$ cat src/rtl/wdf_pkg.sv
package wdf_pkg;

    // result kinds
    localparam logic [1:0] KIND_DATA  = 2'd0;
    localparam logic [1:0] KIND_PING  = 2'd1;
    localparam logic [1:0] KIND_CLOSE = 2'd2;
    localparam logic [1:0] KIND_ERROR = 2'd3;

    // opcodes
    localparam logic [3:0] OP_BINARY = 4'h2;
    localparam logic [3:0] OP_CLOSE  = 4'h8;
    localparam logic [3:0] OP_PING   = 4'h9;
    localparam logic [3:0] OP_PONG   = 4'ha;

    // length codes in the second header byte
    localparam logic [6:0] LEN_EXT16 = 7'h7e;
    localparam logic [6:0] LEN_EXT64 = 7'h7f;

    // extended length and key byte counts, minus one
    localparam logic [2:0] EXT16_LAST = 3'd1;
    localparam logic [2:0] EXT64_LAST = 3'd7;
    localparam logic [2:0] KEY_LAST   = 3'd3;

    // default depth of the queue between parser and output stage
    localparam int QUEUE_DEPTH_DEF = 4;

    // parser phases
    typedef enum logic [4:0] {
        PH_HDR0 = 5'b00001,
        PH_HDR1 = 5'b00010,
        PH_EXT  = 5'b00100,
        PH_KEY  = 5'b01000,
        PH_PAY  = 5'b10000
    } phase_t;

    // one classified result on its way to the output stage
    typedef struct packed {
        logic [7:0] raw_byte;
        logic [7:0] key_byte;
        logic       data_valid;
        logic [1:0] kind;
        logic [3:0] opcode;
        logic       fin;
        logic       last;
    } cmd_t;

    // classify an opcode
    function automatic logic [1:0] kind_of(input logic [3:0] op);
        logic [1:0] k;
        if (op <= OP_BINARY || op == OP_PONG)
            k = KIND_DATA;
        else if (op == OP_PING)
            k = KIND_PING;
        else if (op == OP_CLOSE)
            k = KIND_CLOSE;
        else
            k = KIND_ERROR;
        return k;
    endfunction

endpackage

$ cat src/rtl/wdf_front.sv
module wdf_front (
    input  logic           clk,
    input  logic           rst_n,
    input  logic [7:0]     rx_byte,
    input  logic           in_valid,
    output logic           in_stall,
    input  logic           queue_full,
    output logic           push,
    output wdf_pkg::cmd_t  push_cmd
);
    import wdf_pkg::*;

    phase_t      phase_reg, phase_next;
    logic [2:0]  count_reg, count_next;
    logic [63:0] remain_reg, remain_next;
    logic [31:0] key_reg, key_next;
    logic [1:0]  keypos_reg, keypos_next;
    logic        fin_reg, fin_next;
    logic [3:0]  opcode_reg, opcode_next;
    logic        masked_reg, masked_next;

    logic        accept;
    logic [63:0] ext_shift;
    logic [63:0] hdr_len;
    logic        hdr_end;
    logic [7:0]  key_sel;
    logic [1:0]  kind;
    logic        pay_last;

    assign in_stall = queue_full;
    assign accept   = in_valid && !queue_full;
    assign kind     = kind_of(opcode_reg);
    assign ext_shift = {remain_reg[55:0], rx_byte};
    assign pay_last = (remain_reg == 64'd1);

    // key byte for the current payload position
    always_comb
    begin
        case (keypos_reg)
            2'd0:    key_sel = key_reg[31:24];
            2'd1:    key_sel = key_reg[23:16];
            2'd2:    key_sel = key_reg[15:8];
            default: key_sel = key_reg[7:0];
        endcase
    end

    // header and payload parsing
    always_comb
    begin
        phase_next  = phase_reg;
        count_next  = count_reg;
        remain_next = remain_reg;
        key_next    = key_reg;
        keypos_next = keypos_reg;
        fin_next    = fin_reg;
        opcode_next = opcode_reg;
        masked_next = masked_reg;
        hdr_end     = 1'b0;
        hdr_len     = remain_reg;
        push        = 1'b0;
        push_cmd    = '{raw_byte: 8'd0, key_byte: 8'd0, data_valid: 1'b0, kind: kind,
                        opcode: opcode_reg, fin: fin_reg, last: 1'b1};
        if (accept)
        begin
            unique case (phase_reg)
                PH_HDR1:
                begin
                    masked_next = rx_byte[7];
                    key_next    = 32'd0;
                    remain_next = 64'd0;
                    if (rx_byte[6:0] == LEN_EXT16)
                    begin
                        count_next = EXT16_LAST;
                        phase_next = PH_EXT;
                    end
                    else if (rx_byte[6:0] == LEN_EXT64)
                    begin
                        count_next = EXT64_LAST;
                        phase_next = PH_EXT;
                    end
                    else
                    begin
                        remain_next = {57'd0, rx_byte[6:0]};
                        if (rx_byte[7])
                        begin
                            count_next = KEY_LAST;
                            phase_next = PH_KEY;
                        end
                        else
                        begin
                            hdr_end = 1'b1;
                            hdr_len = {57'd0, rx_byte[6:0]};
                        end
                    end
                end
                PH_EXT:
                begin
                    remain_next = ext_shift;
                    if (count_reg != 3'd0)
                        count_next = count_reg - 3'd1;
                    else if (masked_reg)
                    begin
                        count_next = KEY_LAST;
                        phase_next = PH_KEY;
                    end
                    else
                    begin
                        hdr_end = 1'b1;
                        hdr_len = ext_shift;
                    end
                end
                PH_KEY:
                begin
                    key_next = {key_reg[23:0], rx_byte};
                    if (count_reg != 3'd0)
                        count_next = count_reg - 3'd1;
                    else
                        hdr_end = 1'b1;
                end
                PH_PAY:
                begin
                    keypos_next = keypos_reg + 2'd1;
                    remain_next = remain_reg - 64'd1;
                    if (pay_last)
                        phase_next = PH_HDR0;
                    push_cmd.raw_byte   = rx_byte;
                    push_cmd.key_byte   = masked_reg ? key_sel : 8'd0;
                    push_cmd.data_valid = 1'b1;
                    push_cmd.last       = pay_last;
                    if (opcode_reg == OP_PONG)
                        push = 1'b0;
                    else if (kind[1])
                    begin
                        push                = pay_last;
                        push_cmd.raw_byte   = 8'd0;
                        push_cmd.key_byte   = 8'd0;
                        push_cmd.data_valid = 1'b0;
                    end
                    else
                        push = 1'b1;
                end
                default:
                begin
                    fin_next    = rx_byte[7];
                    opcode_next = rx_byte[3:0];
                    count_next  = 3'd0;
                    phase_next  = PH_HDR1;
                end
            endcase

            // header complete: start payload or close an empty frame
            if (hdr_end)
            begin
                keypos_next = 2'd0;
                if (hdr_len == 64'd0)
                begin
                    phase_next = PH_HDR0;
                    push       = 1'b1;
                end
                else
                    phase_next = PH_PAY;
            end
        end
    end

    // parser state
    always_ff @(posedge clk or negedge rst_n)
    begin
        if (!rst_n)
        begin
            phase_reg  <= PH_HDR0;
            count_reg  <= 3'd0;
            remain_reg <= 64'd0;
            key_reg    <= 32'd0;
            keypos_reg <= 2'd0;
            fin_reg    <= 1'b0;
            opcode_reg <= 4'd0;
            masked_reg <= 1'b0;
        end
        else
        begin
            phase_reg  <= phase_next;
            count_reg  <= count_next;
            remain_reg <= remain_next;
            key_reg    <= key_next;
            keypos_reg <= keypos_next;
            fin_reg    <= fin_next;
            opcode_reg <= opcode_next;
            masked_reg <= masked_next;
        end
    end

endmodule

$ cat src/rtl/wdf_queue.sv
module wdf_queue #(
    parameter int DEPTH = wdf_pkg::QUEUE_DEPTH_DEF
) (
    input  logic           clk,
    input  logic           rst_n,
    input  logic           push,
    input  wdf_pkg::cmd_t  push_cmd,
    output logic           full,
    input  logic           pop,
    output wdf_pkg::cmd_t  pop_cmd,
    output logic           empty
);
    import wdf_pkg::*;

    localparam int PW = (DEPTH > 1) ? $clog2(DEPTH) : 1;
    localparam int CW = $clog2(DEPTH + 1);

    cmd_t          entry_reg [DEPTH];
    logic [PW-1:0] wr_ptr_reg, wr_ptr_next;
    logic [PW-1:0] rd_ptr_reg, rd_ptr_next;
    logic [CW-1:0] count_reg, count_next;

    assign full    = (count_reg == CW'(DEPTH));
    assign empty   = (count_reg == CW'(0));
    assign pop_cmd = entry_reg[rd_ptr_reg];

    // pointer and fill count update
    always_comb
    begin
        wr_ptr_next = wr_ptr_reg;
        rd_ptr_next = rd_ptr_reg;
        count_next  = count_reg;
        if (push)
            wr_ptr_next = (wr_ptr_reg == PW'(DEPTH - 1)) ? PW'(0) : wr_ptr_reg + PW'(1);
        if (pop)
            rd_ptr_next = (rd_ptr_reg == PW'(DEPTH - 1)) ? PW'(0) : rd_ptr_reg + PW'(1);
        if (push && !pop)
            count_next = count_reg + CW'(1);
        else if (pop && !push)
            count_next = count_reg - CW'(1);
    end

    always_ff @(posedge clk or negedge rst_n)
    begin
        if (!rst_n)
        begin
            wr_ptr_reg <= '0;
            rd_ptr_reg <= '0;
            count_reg  <= '0;
        end
        else
        begin
            wr_ptr_reg <= wr_ptr_next;
            rd_ptr_reg <= rd_ptr_next;
            count_reg  <= count_next;
        end
    end

    // entry storage
    always_ff @(posedge clk)
    begin
        if (push)
            entry_reg[wr_ptr_reg] <= push_cmd;
    end

    a_no_push_full: assert property (@(posedge clk) disable iff (!rst_n) full |-> !push)
        else $error("push into full queue");
    a_no_pop_empty: assert property (@(posedge clk) disable iff (!rst_n) pop |-> !empty)
        else $error("pop from empty queue");
    a_count_bound: assert property (@(posedge clk) disable iff (!rst_n)
        count_reg <= CW'(DEPTH))
        else $error("queue count out of range");

endmodule

$ cat src/rtl/wdf_back.sv
module wdf_back (
    input  logic           clk,
    input  logic           rst_n,
    input  logic           empty,
    input  wdf_pkg::cmd_t  pop_cmd,
    output logic           pop,
    output logic [7:0]     data_byte,
    output logic           data_valid,
    output logic [1:0]     frame_kind,
    output logic [3:0]     frame_opcode,
    output logic           final_fragment,
    output logic           last_of_frame,
    output logic           closing,
    output logic           out_valid,
    input  logic           out_stall
);
    import wdf_pkg::*;

    logic       valid_reg, valid_next;
    logic       closing_reg, closing_next;
    logic [7:0] data_reg;
    logic       dvalid_reg;
    logic [1:0] kind_reg;
    logic [3:0] opcode_reg;
    logic       fin_reg;
    logic       last_reg;
    logic       load;

    assign load = !empty && (!valid_reg || !out_stall);
    assign pop  = load;

    // output valid and sticky closing flag
    always_comb
    begin
        valid_next   = valid_reg;
        closing_next = closing_reg;
        if (load)
        begin
            valid_next = 1'b1;
            if (pop_cmd.last && pop_cmd.kind[1])
                closing_next = 1'b1;
        end
        else if (!out_stall)
            valid_next = 1'b0;
    end

    always_ff @(posedge clk or negedge rst_n)
    begin
        if (!rst_n)
        begin
            valid_reg   <= 1'b0;
            closing_reg <= 1'b0;
        end
        else
        begin
            valid_reg   <= valid_next;
            closing_reg <= closing_next;
        end
    end

    // result register, unmasking on load
    always_ff @(posedge clk)
    begin
        if (load)
        begin
            data_reg   <= pop_cmd.raw_byte ^ pop_cmd.key_byte;
            dvalid_reg <= pop_cmd.data_valid;
            kind_reg   <= pop_cmd.kind;
            opcode_reg <= pop_cmd.opcode;
            fin_reg    <= pop_cmd.fin;
            last_reg   <= pop_cmd.last;
        end
    end

    assign out_valid      = valid_reg;
    assign data_byte      = data_reg;
    assign data_valid     = dvalid_reg;
    assign frame_kind     = kind_reg;
    assign frame_opcode   = opcode_reg;
    assign final_fragment = fin_reg;
    assign last_of_frame  = last_reg;
    assign closing        = closing_reg;

    a_data_kind: assert property (@(posedge clk) disable iff (!rst_n)
        out_valid && data_valid |-> !frame_kind[1])
        else $error("payload byte on close or error result");
    a_close_sets_flag: assert property (@(posedge clk) disable iff (!rst_n)
        out_valid && last_of_frame && frame_kind[1] |-> closing)
        else $error("closing flag not set by close result");
    a_closing_sticky: assert property (@(posedge clk) disable iff (!rst_n)
        !$fell(closing_reg))
        else $error("closing flag cleared");

endmodule

$ cat src/rtl/websocket_frame_deframer.sv
// channel   | valid      | stall       | payload
// ----------+------------+-------------+----------------------------------------------
// request   | in_valid   | in_stall    | rx_byte
// result    | out_valid  | out_stall   | data_byte data_valid frame_kind frame_opcode
//           |            |             | final_fragment last_of_frame closing
//
// one received byte is taken per cycle while in_stall is low, and is parsed in that same cycle
// a result passes from the parser into the queue, then from the queue into the output register
// reset clears parser state, queue and the sticky closing flag at once; no clearing pass
// in_stall rises only when the QUEUE_DEPTH-entry queue is full, so out_stall reaches the
// input after the queue fills; bytes that give no result still need a free queue slot
module websocket_frame_deframer #(
    parameter int QUEUE_DEPTH = wdf_pkg::QUEUE_DEPTH_DEF
) (
    input  logic       clk,
    input  logic       rst_n,
    input  logic [7:0] rx_byte,
    input  logic       in_valid,
    output logic       in_stall,
    output logic [7:0] data_byte,
    output logic       data_valid,
    output logic [1:0] frame_kind,
    output logic [3:0] frame_opcode,
    output logic       final_fragment,
    output logic       last_of_frame,
    output logic       closing,
    output logic       out_valid,
    input  logic       out_stall
);
    import wdf_pkg::*;

    logic queue_full;
    logic queue_empty;
    logic push;
    logic pop;
    cmd_t push_cmd;
    cmd_t pop_cmd;

    // header parser and payload classifier
    wdf_front u_front (
        .clk        (clk),
        .rst_n      (rst_n),
        .rx_byte    (rx_byte),
        .in_valid   (in_valid),
        .in_stall   (in_stall),
        .queue_full (queue_full),
        .push       (push),
        .push_cmd   (push_cmd)
    );

    // classified results waiting for the output stage
    wdf_queue #(
        .DEPTH (QUEUE_DEPTH)
    ) u_queue (
        .clk      (clk),
        .rst_n    (rst_n),
        .push     (push),
        .push_cmd (push_cmd),
        .full     (queue_full),
        .pop      (pop),
        .pop_cmd  (pop_cmd),
        .empty    (queue_empty)
    );

    // unmasking, closing flag and result register
    wdf_back u_back (
        .clk            (clk),
        .rst_n          (rst_n),
        .empty          (queue_empty),
        .pop_cmd        (pop_cmd),
        .pop            (pop),
        .data_byte      (data_byte),
        .data_valid     (data_valid),
        .frame_kind     (frame_kind),
        .frame_opcode   (frame_opcode),
        .final_fragment (final_fragment),
        .last_of_frame  (last_of_frame),
        .closing        (closing),
        .out_valid      (out_valid),
        .out_stall      (out_stall)
    );

endmodule

$ cat config.mk
export PLATFORM = sky130hd
export DESIGN_NAME = websocket_frame_deframer
export DESIGN_NICKNAME = d
export VERILOG_FILES = /design/src/rtl/wdf_pkg.sv /design/src/rtl/wdf_front.sv /design/src/rtl/wdf_queue.sv /design/src/rtl/wdf_back.sv /design/src/rtl/websocket_frame_deframer.sv
export SDC_FILE = /design/constraint.sdc
export NUM_CORES = 1
export LEC_CHECK = 0
export BUFFER_PORTS_ARGS = -buffer_cell sky130_fd_sc_hd__buf_2
export CORE_ASPECT_RATIO = 1.5
export CORE_UTILIZATION = 50
export CTS_CLUSTER_DIAMETER = 30
export DETAILED_ROUTE_END_ITERATION = 7
export HOLD_SLACK_MARGIN = 0.03
export PLACE_DENSITY = 0.69
export SKIP_LAST_GASP = 1
export SYNTH_ARGS = -nofsm -noshare
export SYNTH_HDL_FRONTEND = slang
export SYNTH_SLANG_ARGS = --single-unit
export TNS_END_PERCENT = 50
$ cat constraint.sdc
create_clock -name clk -period 4.5 [get_ports clk]
set_input_delay 0.9 -clock clk [delete_from_list [all_inputs] [get_ports clk]]
set_output_delay 0.9 -clock clk [all_outputs]
set_load 0.02 [all_outputs]
# After elaboration in Yosys (flattened, before gate mapping)
# Memory sizes are Yosys's and may differ from the RTL's.
# Index checks and enable logic that the tools add are counted.
# op_classes
add_sub_neg	7
n_lt_le_gt_ge	1
reduce_logical	30
mux	62
bitwise	3
n_eq_ne	24
# ops
operator	n
2-to-1 mux 64 bit	7
one-hot mux 64 bit (3 select lines)	1
one-hot mux 64 bit (2 select lines)	1
2-to-1 mux 17 bit	4
equality test 64 x 1 -> 1 bit (second input constant)	1
logical NOT 64 bit	1
one-hot mux 32 bit (2 select lines)	1
subtractor 64 x 1 -> 64 bit (second input constant)	1
2-to-1 mux 5 bit	8
2-to-1 mux 3 bit	8
one-hot mux 8 bit (3 select lines)	1
2-to-1 mux 1 bit	20
one-hot mux 5 bit (4 select lines)	1
equality test 7 bit (second input constant)	2
equality test 4 bit (second input constant)	3
2-to-1 mux 2 bit	6
one-hot mux 3 bit (4 select lines)	1
AND reduction 2 bit	6
!= test 3 x 1 -> 1 bit (second input constant)	3
2-to-1 mux 8 bit	1
bitwise XOR 8 bit	1
2-to-1 mux 7 bit	1
adder 2 x 1 -> 2 bit (second input constant)	3
equality test 2 bit (second input constant)	3
other kinds (25)	42
# totals
ff_bits	138
mem_bits_rw	100
mem_count	1
output_inout_bits	20
input_bits	12
# memory_table
name	depth	word_bits	rd	rd_ports_with_merged_regs	wr	line_no	rtl
u_queue.entry_reg	4	25	1	0	1	wdf_queue.sv:18	cmd_t entry_reg [DEPTH];

# Longest topological paths before layout
# Gate-level depths: netlist (run 1).
# depth
ltp_word	14
ltp_mapped	16
mapped_depth_nobuf	15

# Modules after synthesis
# A second synthesis (run 1) with hierarchy kept.
# unflattened
cells_unflattened	960
area_unflattened_um2	11461.0
# modules_own_cells
module	cells_per_inst	area_per_inst_um2	instances
wdf_front	762	6735.2	1
wdf_queue	167	4070.2	1
wdf_back	31	655.6	1

# Worst setup path before layout (run 1)
# Ideal clock, no wire load.
# synth_timing
kind	reg-to-reg
start	register u_front.remain_reg[54]
end	memory u_queue.entry_reg[0][0] (netlist name), enable pin
stages_incl_launch_ff	10
arrival_ns	4.476
n_path_buf	2
t_required_ns	4.056
setup_ns	0.444
slack_ns	-0.420
cell_sequence	dfrtp_1 buf_2 or4_1 clkbuf_1 or4_1 nor4_2 nand4_1 a211oi_2 a41oi_1 nor3b_1
# synth_via
elab_chain_len	11
# synth_lines
element	line_no	rtl
start, declared	wdf_front.sv:15	logic [63:0] remain_reg, remain_next;
start signal, assigned	wdf_front.sv:184	remain_reg <= remain_next;
2-to-1 mux 64 bit	wdf_front.sv:84	if (rx_byte[7])
2-to-1 mux 64 bit	wdf_front.sv:76	else if (rx_byte[6:0] == LEN_EXT64)
2-to-1 mux 64 bit	wdf_front.sv:71	if (rx_byte[6:0] == LEN_EXT16)
one-hot mux 64 bit (2 select lines)	wdf_front.sv:65	unique case (phase_reg)
2-to-1 mux 64 bit	wdf_front.sv:63	if (accept)
logical NOT 64 bit	wdf_front.sv:155	if (hdr_len == 64'd0)
2-to-1 mux 1 bit	wdf_front.sv:155	
2-to-1 mux 1 bit (*)	wdf_front.sv:152	if (hdr_end)
2-to-1 mux 1 bit (*)	wdf_front.sv:63	
2-to-1 mux 1 bit (*)	wdf_queue.sv:62	if (push)
2-to-1 mux 1 bit (not written as such) (*)	wdf_queue.sv:63	entry_reg[wr_ptr_reg] <= push_cmd;
end, declared	wdf_queue.sv:18	
# Mark *: on every way between the ends. The rest lies on a longest branch, timed or not. The select of a mux whose other input is x is not followed.

# Worst setup path in the final report (run 1)
# layout_timing
start	register u_front.remain_reg[54]
end	register u_queue.count_reg[2]
# layout_via
elab_chain_len	12
# layout_lines
element	line_no	rtl
2-to-1 mux 64 bit	wdf_front.sv:84	
2-to-1 mux 64 bit	wdf_front.sv:76	
2-to-1 mux 64 bit	wdf_front.sv:71	
one-hot mux 64 bit (2 select lines)	wdf_front.sv:65	
2-to-1 mux 64 bit	wdf_front.sv:63	
logical NOT 64 bit	wdf_front.sv:155	
2-to-1 mux 1 bit	wdf_front.sv:155	
2-to-1 mux 1 bit (*)	wdf_front.sv:152	
2-to-1 mux 1 bit (*)	wdf_front.sv:63	
named net push	websocket_frame_deframer.sv:34	logic push;
logical NOT 1 bit	wdf_queue.sv:39	else if (pop && !push)
logical AND 1 bit	wdf_queue.sv:39	
nonzero test 2 bit (no source line)	-	
end signal, assigned	wdf_queue.sv:55	count_reg <= count_next;
end, declared	wdf_queue.sv:21	logic [CW-1:0] count_reg, count_next;
# Mark *: on every way through the listed nets, which the timed path passes. The rest lies on a longest branch. The select of a mux whose other input is x is not followed.
# A chain may end at the register's enable or synchronous reset.

==> results of run 1 <==
-- where the power goes --
part | internal [mW] | switching [mW]
clock network | 1.90 | 1.02
logic | 0.739 | 1.17
registers | 2.66 | 0.371
total | 5.30 | 2.57
-- stage by stage --
step | util, % | TNS, ps
global route | 58.8 | 0
finish | 58.8 | 0
detailed placement | 53.1 | 0
CTS | 58.8 | 0
global placement | 53.1 | 0
floorplan | - | -42000
-- cell families (layout without fill, tap and decap cells) --
| kind of cell | Yosys count | in the layout |
|---|---|---|
| buffers and inverters | 83 | 145 |
| and+or+nand+nor | 286 | 286 |
| adders and majority gates | 16 | 16 |
| xor gates and xnor gates | 36 | 36 |
| DFF | 238 | 238 |
| muxes | 29 | 29 |
| AOI/OAI and AO/OA | 308 | 308 |
-- worst paths after layout --
kind,to,slack [ps]
min,u_back.closing$_DFFE_PN0P_,440
max reg2reg,u_queue.count_reg[2]$_DFFE_PN0P_,500
max,u_queue.count_reg[2]$_DFFE_PN0P_,500
min reg2reg,u_back.closing$_DFFE_PN0P_,480
max in group asynchronous,u_front.remain_reg[8]$_DFFE_PN0P_,3090
min in group clk,u_back.closing$_DFFE_PN0P_,480
-- layer usage --
layer,global-route usage (%),vias up
li1,-,3886
met1,28.6,4225
met5,0,-
met3,4.07,75
met4,11.4,0
met2,41.3,301
-- layout make-up --
| class | count | area (µm²) | area share [%] |
|---|---|---|---|
| Clock inverter | 23 | 284 | 2.16 |
| Sequential cell | 238 | 6540 | 49.9 |
| Timing Repair Buffer | 56 | 345 | 2.63 |
| Multi-Input combinational cell | 675 | 4520 | 34.4 |
| Clock buffer | 44 | 1000 | 7.66 |
| Inverter | 22 | 82.6 | 0.629 |
| Tap cell | 276 | 345 | 2.63 |
-- critical path: stages (launching register included) --
cell,delay [ps]
dfrtp_1,460
or4_1,650
or4_1,520
nor4_2,410
nand4_1,250
a211oi_2,320
a41oi_1,120
nor2_1,150
ha_1,200
inv_1,60
fa_1,370
xor2_1,150
nor2_1,110
xor2_1,150
-- placed cells by master (no fill, tap or decap), types with 5 or more instances in the layout --
cell type  instances
clkinv_2           8
xor2_1            34
o21ai_0          120
or3_1              5
inv_1             22
nor3_1            39
bufinv_16          5
dfrtp_1          120
mux4_2            17
edfxtp_1         117
a21oi_1           69
nand4_1            8
a32oi_1           16
and3_1             9
clkbuf_16         39
mux2_2            10
o22ai_1            5
or4_1             12
nor4_1            23
nand3_1           10
a22oi_1           18
nor2_1            86
nand2b_1           5
a31oi_1            5
ha_1              15
a22o_1            32
and2_1            11
buf_4             26
nand2_1           48
buf_2             30
a222oi_1           9
==> impl_results.md, run 1 <==
* Actual slew at the worst max-slew pin at 1180 ps
* Area growth, synth to finish at 15.6%
* Num CTS Buffers at 37
* Post-placement cell count at roughly 1,300
* RSZ-0062 raised after global routing: false
* Post-synth top cells: dfrtp_1, o21ai_0, edfxtp_1
* Share of cells above drive strength 1 at around 16%
* Worst setup path start: u_front.remain_reg[54]$_DFFE_PN0P_
* Wire length on met1 at approximately 11 mm
* Worst r2r src: u_front.remain_reg[54]$_DFFE_PN0P_
* Hold Vio Cnt, Final at 0
* # diodes at 0
* Largest family of logic cells by synthesized area: compound AO/OA/AOI/OAI gates
* CTS resizes at 0
* Failing checks: DRC
* Post-synth EDFFs at roughly 120
* Max cap viols at 0
* Initial core utilization at roughly half
* Number of fill cells in the layout at between 1,500 and 2,000
* Distinct cells, synth at 71
* IO buf count at 31
* Clock sink total at 238
* Post-layout power at approximately 7.9 mW
* Hold Crit Class: in -> async
* Largest net degree at the start of global routing at just over 70
* CTS Hold Bufs at 0
* DIE AREA at around 23,000 µm²
* HPWL after DPL at about 17 mm
* DP Worst Slack at about 530 ps
* Root Driver: clkbuf_16
* Post-route ant nets at 0
* Fin cells at ~1,300
* Total core area at ~22,000 µm²
* Post-CTS Repair Setup Buffers at 0
* CP startpoint kind: register
* Skew-Pair Late Insertion Delay at approximately 520 ps
* Worst r2r path cells at 13
* Final #Nets at 1,058
* Vias at around 8,500
* DIE WIDTH at 125 µm
* Max Slew Vio Count at 0
* Power per Cell Area at approximately 600 nW/µm²
* Area fraction of the dominant cell type after synthesis at between 30% and 40%
* Final min period at between 3000 and 4000 ps
* Mapped cell area at ~11,000 µm²
* Post-Synth Adder-Cell Area at between 1.5 and 2%
* Synth Area in XOR/XNOR at under 10%
* Vias in the first global route at 8,528
* Cells after Synth at approximately 1,000
* Worst setup path class: reg -> reg
* FP Rows at between 60 and 70
* #FFs+latches synth at 238
* Final-report setup violation count at 0
* Die Height at about 190 µm
* Met2 routed WL at ~14 mm
* Worst Path Required at slightly below 5000 ps
* Yosys Warn Count at 0
* Dpl cell area at ~12,000 µm²
* Leakage at approximately 5 nW
* Via/cell ratio at ~6.4
* DR iter-0 viols at 666
* Synth Area in Compound Gates at 17.2%
* # H-tree levels at 2
* DRC errors left at 10
* Total track usage at a little under a quarter
* Worst-case vdd ir drop at roughly 0.33 mV
* Area leader, netlist: edfxtp_1
* Post-synth ARST share at around half
* WHS at ~440 ps
* Critical path arrival at 4430 ps
* CTS tree: yes
* Io pins at 32
* Max reg flops at 100
* Final Skew at 31.9 ps
* Fmax at approximately 250 MHz
* Clock-pin slew on the worst setup and hold paths at 50 ps
* Synth area leaders: edfxtp_1, dfrtp_1, o21ai_0
* First-pass GRT wire length at 44.3 mm
* Initial antenna violation count at 0
* Synth Area in Simple Gates at 13.1%
* Worst setup margin at ~500 ps
* DR pass1 iterations at 7
* Finished layout cell area at 13,100 µm²
* Routability cong. at 0.907
* Mux contribution to synthesized area at 4.56%
* Met3 wire length at roughly 1.4 mm
* Top_reg_cell synth: dfrtp_1
* Top Layer Used: met4
* Total grt overflow at 0
* Final WL at around 27 mm
* Mapped Nets at about 1,000
* Syn Area/Cell at about 11 µm²
* Sequential share of the synthesized area at between 50% and 60%
* Max_slew headroom at about 22%
* Crit. End Element: register
* Final critical-path share of the clock period at roughly nine tenths
* Crit-path max FO at 9
* WL per Instance at roughly 20 µm
* Status: finished with violations
* CTS max path bufs at 3
Power figures use the tool's default switching activity.
==> run 2: changes to the inputs <==
--- a/config.mk
+++ b/config.mk
@@ -5,6 +5,7 @@
 export SDC_FILE = /design/constraint.sdc
 export NUM_CORES = 1
 export LEC_CHECK = 0
+export ABC_AREA = 1
 export BUFFER_PORTS_ARGS = -buffer_cell sky130_fd_sc_hd__buf_2
 export CORE_ASPECT_RATIO = 1.5
 export CORE_UTILIZATION = 50
==> impl_results.md, run 2 <==
* Distinct cells, synth at 58 (-18%)
* DIE AREA at 25,600 µm² (+9.8%)
* Area fraction of the dominant cell type after synthesis at 28.2% (-2.8 points)
* Routability cong. at 0.944 (+4.2%)
* Mapped Nets at 1,440 (+41%)
* CTS Hold Bufs at 0 (unchanged)
* Vias in the first global route at 10,100 (+18%)
* Top_reg_cell synth: dfrtp_1
* Max Slew Vio Count at 0 (unchanged)
* WL per Instance at 18.4 µm (-9.2%)
* RSZ-0062 raised after global routing: false
* Leakage at 5.63 nW (+9.9%)
* Io pins at 32 (unchanged)
* Post-layout power at 9.95 mW (+26%)
* Worst-case vdd ir drop at 0.369 mV (+13%)
* Final-report setup violation count at 0 (unchanged)
* Initial core utilization at 51.1% (+0.18 points)
* Worst setup path class: reg -> reg
* DRC errors left at 0 (-10)
* CTS max path bufs at 3 (unchanged)
* Most frequent cells in the layout: nor2_1, nand2_1, inv_1
* Register Area at 6540 µm² (unchanged)
* Clock sink total at 238 (unchanged)
* Num CTS Buffers at 35 (-5.4%)
* First-pass GRT wire length at 52.6 mm (+19%)
* Yosys Warn Count at 0 (unchanged)
* Hold Crit Class: in -> async
* Root Driver: clkbuf_16
* Comb power frac at 36.2% (+12 points)
* Clock-pin slew on the worst setup and hold paths at 60 ps (about the same)
* Final critical-path share of the clock period at 67.5% (-21 points)
* Post-route ant nets at 0 (unchanged)
* Worst path cell trace: inv_1 > ha_1 > ha_1 > inv_1 > nor2_1 > nand2_4 > nand2_4 > a21oi_1 > a21oi_1 > nand3_1 > nand2_2 > nand2_4 > inv_1 > ha_1 > inv_1 > fa_1 > a21oi_1 > o21ai_0 > xor2_1
* Post-synth top cells: nor2_1, nand2_1, inv_1
* Final WL at 33.0 mm (+22%)
* #FFs+latches synth at 238 (unchanged)
* Max cap viols at 0 (unchanged)
* CP startpoint kind: register
* Fmax at 329 MHz (+32%)
* Commonest non-fill, non-tap cell in the layout: nor2_1
* Post-synth EDFFs at 117 (unchanged)
* Most frequent cell after synthesis: nor2_1
* Initial antenna violation count at 2 (+2)
* Total track usage at 27.0% (+3.2 points)
* Mapped cell area at 12,500 µm² (+10%)
* IO buf count at 31 (unchanged)
* Power share of the clock group at 27.2% (-9.9 points)
* Vias at 10,300 (+21%)
* Sw frac at 41.8% (+9.2 points)
* Post-CTS Repair Setup Buffers at 0 (unchanged)
* Sw Pwr at 4.16 mW (+62%)
* Worst r2r path cells at 19 (+6)
* Max_slew headroom at 24.5% (+2.9 points)
* Skew-Pair Late Insertion Delay at 520 ps (about the same)
* # H-tree levels at 2 (unchanged)
* Share of cells above drive strength 1 at 13.4% (-2.4 points)
* CTS tree: yes
* Final min period at 3040 ps (-960 ps)
* Multi-input logic area at 5030 µm² (+11%)
* HPWL after DPL at 23.0 mm (+33%)
* Fin cells at 1,792 (+34%)
* Cells after Synth at 1,412 (+42%)
* Actual slew at the worst max-slew pin at 1100 ps (-72.5 ps)
* Post-synth ARST share at 50.8% (unchanged)
* CTS resizes at 0 (unchanged)
* Status: finished, final reports clean
* DIE WIDTH at 131 µm (+4.8%)
* Seq pwr share at 36.6% (-1.9 points)
* Total core area at 24,400 µm² (+9.6%)
* Sequential share of the synthesized area at 52.4% (-5.2 points)
* FP Rows at 70 (+4.5%)
* Critical path arrival at 3420 ps (-1010 ps)
* Die Height at 196 µm (+4.8%)
* Pint at 5.78 mW (+9.2%)
* Largest net degree at the start of global routing at 68 (-5.6%)
* DR pass1 iterations at 5 (-2)
* Fin Setup TNS at 0 ps (unchanged)
* Power per Cell Area at 705 nW/µm² (+18%)
* Crit path largest cell delay at 380 ps (-270 ps)
* Worst Path Required at 4880 ps (-50 ps)
* Area growth, synth to finish at 13.0%
* Crit-path max FO at 7 (-2)
* Area leader, netlist: edfxtp_1
* DR iter-0 viols at 701 (+5.3%)
* Final #Nets at 1,468 (+39%)
* Most common cell on crit path: inv_1
* Crit. End Element: register
* Total grt overflow at 0 (unchanged)
* Syn Area/Cell at 8.84 µm² (-22%)
* Post-placement cell count at 1,727 (+36%)
* Via/cell ratio at 5.73 (-10%)
* Slowest CP cell: fa_1
* Hold Vio Cnt, Final at 0 (unchanged)
* Final Skew at 17.3 ps (-14.5 ps)
* Number of fill cells in the layout at 2,174 (+20%)
* Max reg flops at 100 (unchanged)
* Synth area leaders: edfxtp_1, dfrtp_1, nor2_1
==> run 2: cell types whose count changed after synthesis, moves of 21 or more <==
cell,before,now
a22oi_1,18,41
nand2_1,48,183
inv_1,22,150
nor3_1,39,15
a22o_1,32,2
nor2_2,0,21
o22ai_1,5,55
nand3_1,10,86
clkbuf_1,55,27
inv_2,0,21
nor2_1,87,201
a21oi_1,70,94
xor2_1,34,11
==> run 2: critical path, delay by kind of cell (launching register included) <==
family	cells	cell delay, ps
xor+xnor	1	150
buf+inv	4	320
fa+ha+maj	4	970
flops	1	360
simple gates	6	670
compound gates	4	460
==> run 2: cell type report <==
type                       count  area share (%)
inverter                     173            4.64
tap                          324            2.88
clock inverter                23            1.60
sequential                   238            46.4
timing repair buffer          45            1.95
antenna                        2          0.0355
multi-input combinational    947            35.7
clock buffer                  40            6.79
==> run 2: metrics by stage <==
step	util (%)	setup WS, ps	hold slack, ps	area, µm²
after floorplan	-	1510	475	12500
after global placement	52.8	1110	451	12900
after detailed placement	52.8	1080	462	12900
after CTS	57.7	1430	466	14100
after global routing	57.7	1140	504	14100
final	57.7	1460	448	14100
==> run 2: kinds of logic (layout without fill, tap and decap cells) <==
family,Yosys count,count (layout),synth area share (%)
simple gates,573,573,21.2
compound gates,345,345,16.5
flops,238,238,52.4
buf+inv,227,281,7.31
fa+ha+maj,16,16,1.66
xor+xnor,12,12,0.842
mux,1,1,0.0902
other cells,0,2,0
==> run 2: power groups by stage <==
stage | Sequential [mW] | Clock (mW) | Combinational [mW]
6_report | 3.64 | 2.71 | 3.60
3_5_place_dp | 3.66 | 0 | 3.58
2_1_floorplan | 3.53 | 0 | 2.66
4_1_cts | 3.63 | 2.74 | 3.61
3_3_place_gp | 3.65 | 0 | 3.52
5_1_grt | 3.72 | 2.84 | 4.04
==> run 2: layer usage <==
metal	global-route usage, %	part of all wire (%)	up-vias
li1	-	-	4924
met1	29.8	37	4866
met2	47.5	52	358
met3	4.05	4.9	117
met4	17.4	6.4	0
met5	0	0	-
==> run 2: path summary, 6_finish.rpt <==
check | startpoint | end | slack [ps]
max | u_front.count_reg[1]$_DFFE_PN0P_ | u_queue.count_reg[2]$_DFFE_PN0P_ | 1460
min | rst_n | u_front.remain_reg[60]$_DFFE_PN0P_ | 450
max reg2reg | u_front.count_reg[1]$_DFFE_PN0P_ | u_queue.count_reg[2]$_DFFE_PN0P_ | 1460
min reg2reg | u_back.closing$_DFFE_PN0P_ | u_back.closing$_DFFE_PN0P_ | 470
max in group asynchronous | rst_n | u_front.remain_reg[3]$_DFFE_PN0P_ | 3210
min in group clk | u_back.closing$_DFFE_PN0P_ | u_back.closing$_DFFE_PN0P_ | 470
==> run 3: changes to the inputs <==
==> constraint.sdc (replaced) <==
create_clock -name clk -period 2.5 [get_ports clk]
set_input_delay 0.5 -clock clk [delete_from_list [all_inputs] [get_ports clk]]
set_output_delay 0.5 -clock clk [all_outputs]
set_load 0.02 [all_outputs]
==> impl_results.md, run 3 (synthesis results as in run 2) <==
* Status: finished with violations
* Failing checks: setup timing
* Multi-input logic area at 5240 µm² (+4.2%)
* Max_slew headroom at 41.9% (+17 points)
* Worst Path Required at 2890 ps (-1990 ps)
* Final-report setup violation count at 2 (+2)
* Post-placement cell count at 1,938 (+12%)
* Area growth, synth to finish at 32.0%
* Die Height at 196 µm (unchanged)
* FP Rows at 70 (unchanged)
* Crit path largest cell delay at 440 ps (+60 ps)
* Clock sink total at 238 (unchanged)
* Leakage at 6.95 nW (+23%)
* Power per Cell Area at 1290 nW/µm² (+84%)
* Worst path cell trace: nor2_1 > nand4_1 > nor2_2 > inv_2 > nor2_1 > nand2_1 > nand2_1 > nand3_1 > nand2_2 > nand2_4 > inv_2 > ha_4 > inv_2 > fa_2 > a21oi_2 > o21ai_1 > xor2_1
* Slowest CP cell: dfrtp_1
* Number of fill cells in the layout at 1,936 (-11%)
* Crit-path max FO at 4 (-3)
* Largest net degree at the start of global routing at 53 (-22%)
* Root Driver: clkbuf_16
* CTS max path bufs at 3 (unchanged)
* Hold Vio Cnt, Final at 0 (unchanged)
* Power share of the clock group at 25.8% (-1.4 points)
* HPWL after DPL at 25.9 mm (+12%)
* Final Skew at 26.9 ps (+9.55 ps)
* Worst setup margin at -156 ps (-1620 ps)
* Total track usage at 30.2% (+3.2 points)
* Final min period at 2660 ps (-383 ps)
* DR iter-0 viols at 778 (+11%)
* WP buf/inv at 3 (-1)
* Max reg flops at 100 (unchanged)
* Max Slew Vio Count at 0 (unchanged)
* Seq pwr share at 29.3% (-7.3 points)
* Final WL at 38.2 mm (+16%)
* Initial antenna violation count at 1 (-1)
* DRC errors left at 0 (unchanged)
* Skew-Pair Late Insertion Delay at 530 ps (about the same)
* Vias in the first global route at 11,400 (+14%)
* Pint at 12.9 mW (+120%)
* CTS tree: yes
* Total core area at 24,400 µm² (unchanged)
* Post-route ant nets at 0 (unchanged)
* Routability cong. at 0.967 (+2.4%)
* Worst setup path class: reg -> reg
* Io pins at 32 (unchanged)
* Share of cells above drive strength 1 at 28.5% (+15 points)
* Commonest non-fill, non-tap cell in the layout: buf_4
* DR pass1 iterations at 5 (unchanged)
* First-pass GRT wire length at 58.9 mm (+12%)
* WL per Instance at 18.8 µm (+2.0%)
* Sw Pwr at 8.42 mW (+100%)
* Fin cells at 2,033 (+13%)
* DIE AREA at 25,600 µm² (unchanged)
* CP startpoint kind: register
* Clock-pin slew on the worst setup and hold paths at 60 ps (about the same)
* Initial core utilization at 51.1% (unchanged)
* Max cap viols at 0 (unchanged)
* Vias at 11,400 (+11%)
* DIE WIDTH at 131 µm (unchanged)
* Most common cell on crit path: inv_2
* Register Area at 6550 µm² (+0.13%)
* Delay-heaviest family, CP: simple AND/OR/NAND/NOR gates
* Via/cell ratio at 5.62 (-1.9%)
* Most frequent cells in the layout: buf_4, nor2_1, nand2_1
* Total grt overflow at 0 (unchanged)
* # H-tree levels at 2 (unchanged)
* Worst-case vdd ir drop at 0.827 mV (+120%)
* Crit. End Element: register
* Comb power frac at 44.9% (+8.7 points)
* Post-layout power at 21.3 mW (+110%)
* Fmax at 376 MHz (+14%)
* Num CTS Buffers at 39 (+11%)
* Final critical-path share of the clock period at 106% (+39 points)
* Actual slew at the worst max-slew pin at 870 ps (-233 ps)
* Hold Crit Class: in -> reg
* Critical path arrival at 3040 ps (-380 ps)
* Final #Nets at 1,708 (+16%)
* IO buf count at 31 (unchanged)
* Sw frac at 39.5% (-2.3 points)
* RSZ-0062 raised after global routing: true
[run 3: power groups by stage]
stage / combinational, mW / sequential [mW] / clock, mW
3_5_place_dp: 8.94 / 6.18 / 0
5_1_grt: 10.5 / 6.36 / 5.71
6_report: 9.58 / 6.26 / 5.50
2_1_floorplan: 4.84 / 6.37 / 0
4_1_cts: 9.37 / 6.17 / 5.55
3_3_place_gp: 8.78 / 6.15 / 0
[run 3: final timing paths]
check,slack (ps),cells past startpoint,startpoint,endpoint
min in group asynchronous,490,2,rst_n,u_front.remain_reg[47]$_DFFE_PN0P_
max in group asynchronous,1320,3,rst_n,u_front.remain_reg[9]$_DFFE_PN0P_
worst max register to register,-160,17,u_front.remain_reg[46]$_DFFE_PN0P_,u_queue.count_reg[2]$_DFFE_PN0P_
worst max-delay path,-160,17,u_front.remain_reg[46]$_DFFE_PN0P_,u_queue.count_reg[2]$_DFFE_PN0P_
worst min-delay path,220,3,out_stall,u_back.out_valid$_DFFE_PN0P_
worst min register to register,480,1,u_back.closing$_DFFE_PN0P_,u_back.closing$_DFFE_PN0P_
[run 3: timing repair]
| action | CTS | global route |
|---|---|---|
| endpoints found under the hold margin | 29 | 0 |
| pin swaps | 19 | 28 |
| cloned | 0 | 6 |
| setup endpoints to repair | 2 | 112 |
| setup buffers | 21 | 6 |
| gates resized for setup | 28 | 36 |
| hold buffers | 1 | 0 |
[run 3: cell type report]
cell class	count	share of cell area, %
flip-flops and latches	238	39.8
multi-input cells	947	31.8
repair buffers	281	13.8
clock buffers	47	6.55
inverters	173	3.97
well taps	324	2.46
clock inverters	21	1.61
diodes	2	0.0304
[run 3: per-stage QoR]
stage | worst slack [ps] | TNS, ps | utilization [%] | hold WS (ps) | instance area, µm²
after floorplan | -72.3 | -7310 | - | 204 | 12500
after global placement | -211 | -369 | 59.9 | 471 | 14600
after detailed placement | -228 | -426 | 59.9 | 478 | 14600
after CTS | -176 | -302 | 66.4 | 199 | 16200
after global routing | -354 | -8570 | 67.4 | 228 | 16500
final | -156 | -256 | 67.4 | 221 | 16500
[run 3: worst reg2reg max path, stage by stage, from the launching register on]
cell and delay, ps:
dfrtp_1 440, nor2_1 170, nand4_1 180, nor2_2 200, inv_2 50, nor2_1 100
nand2_1 100, nand2_1 90, nand3_1 80, nand2_2 110, nand2_4 60, inv_2 60
ha_4 130, inv_2 40, fa_2 340, a21oi_2 130, o21ai_1 80, xor2_1 160
[run 3: metal layers]
metal,wire length (µm),global-route usage [%],vias up
li1,-,-,5412
met1,13700,33.5,5481
met2,20300,53.0,404
met3,1830,4.63,128
met4,2430,19.2,0
met5,0,0,-
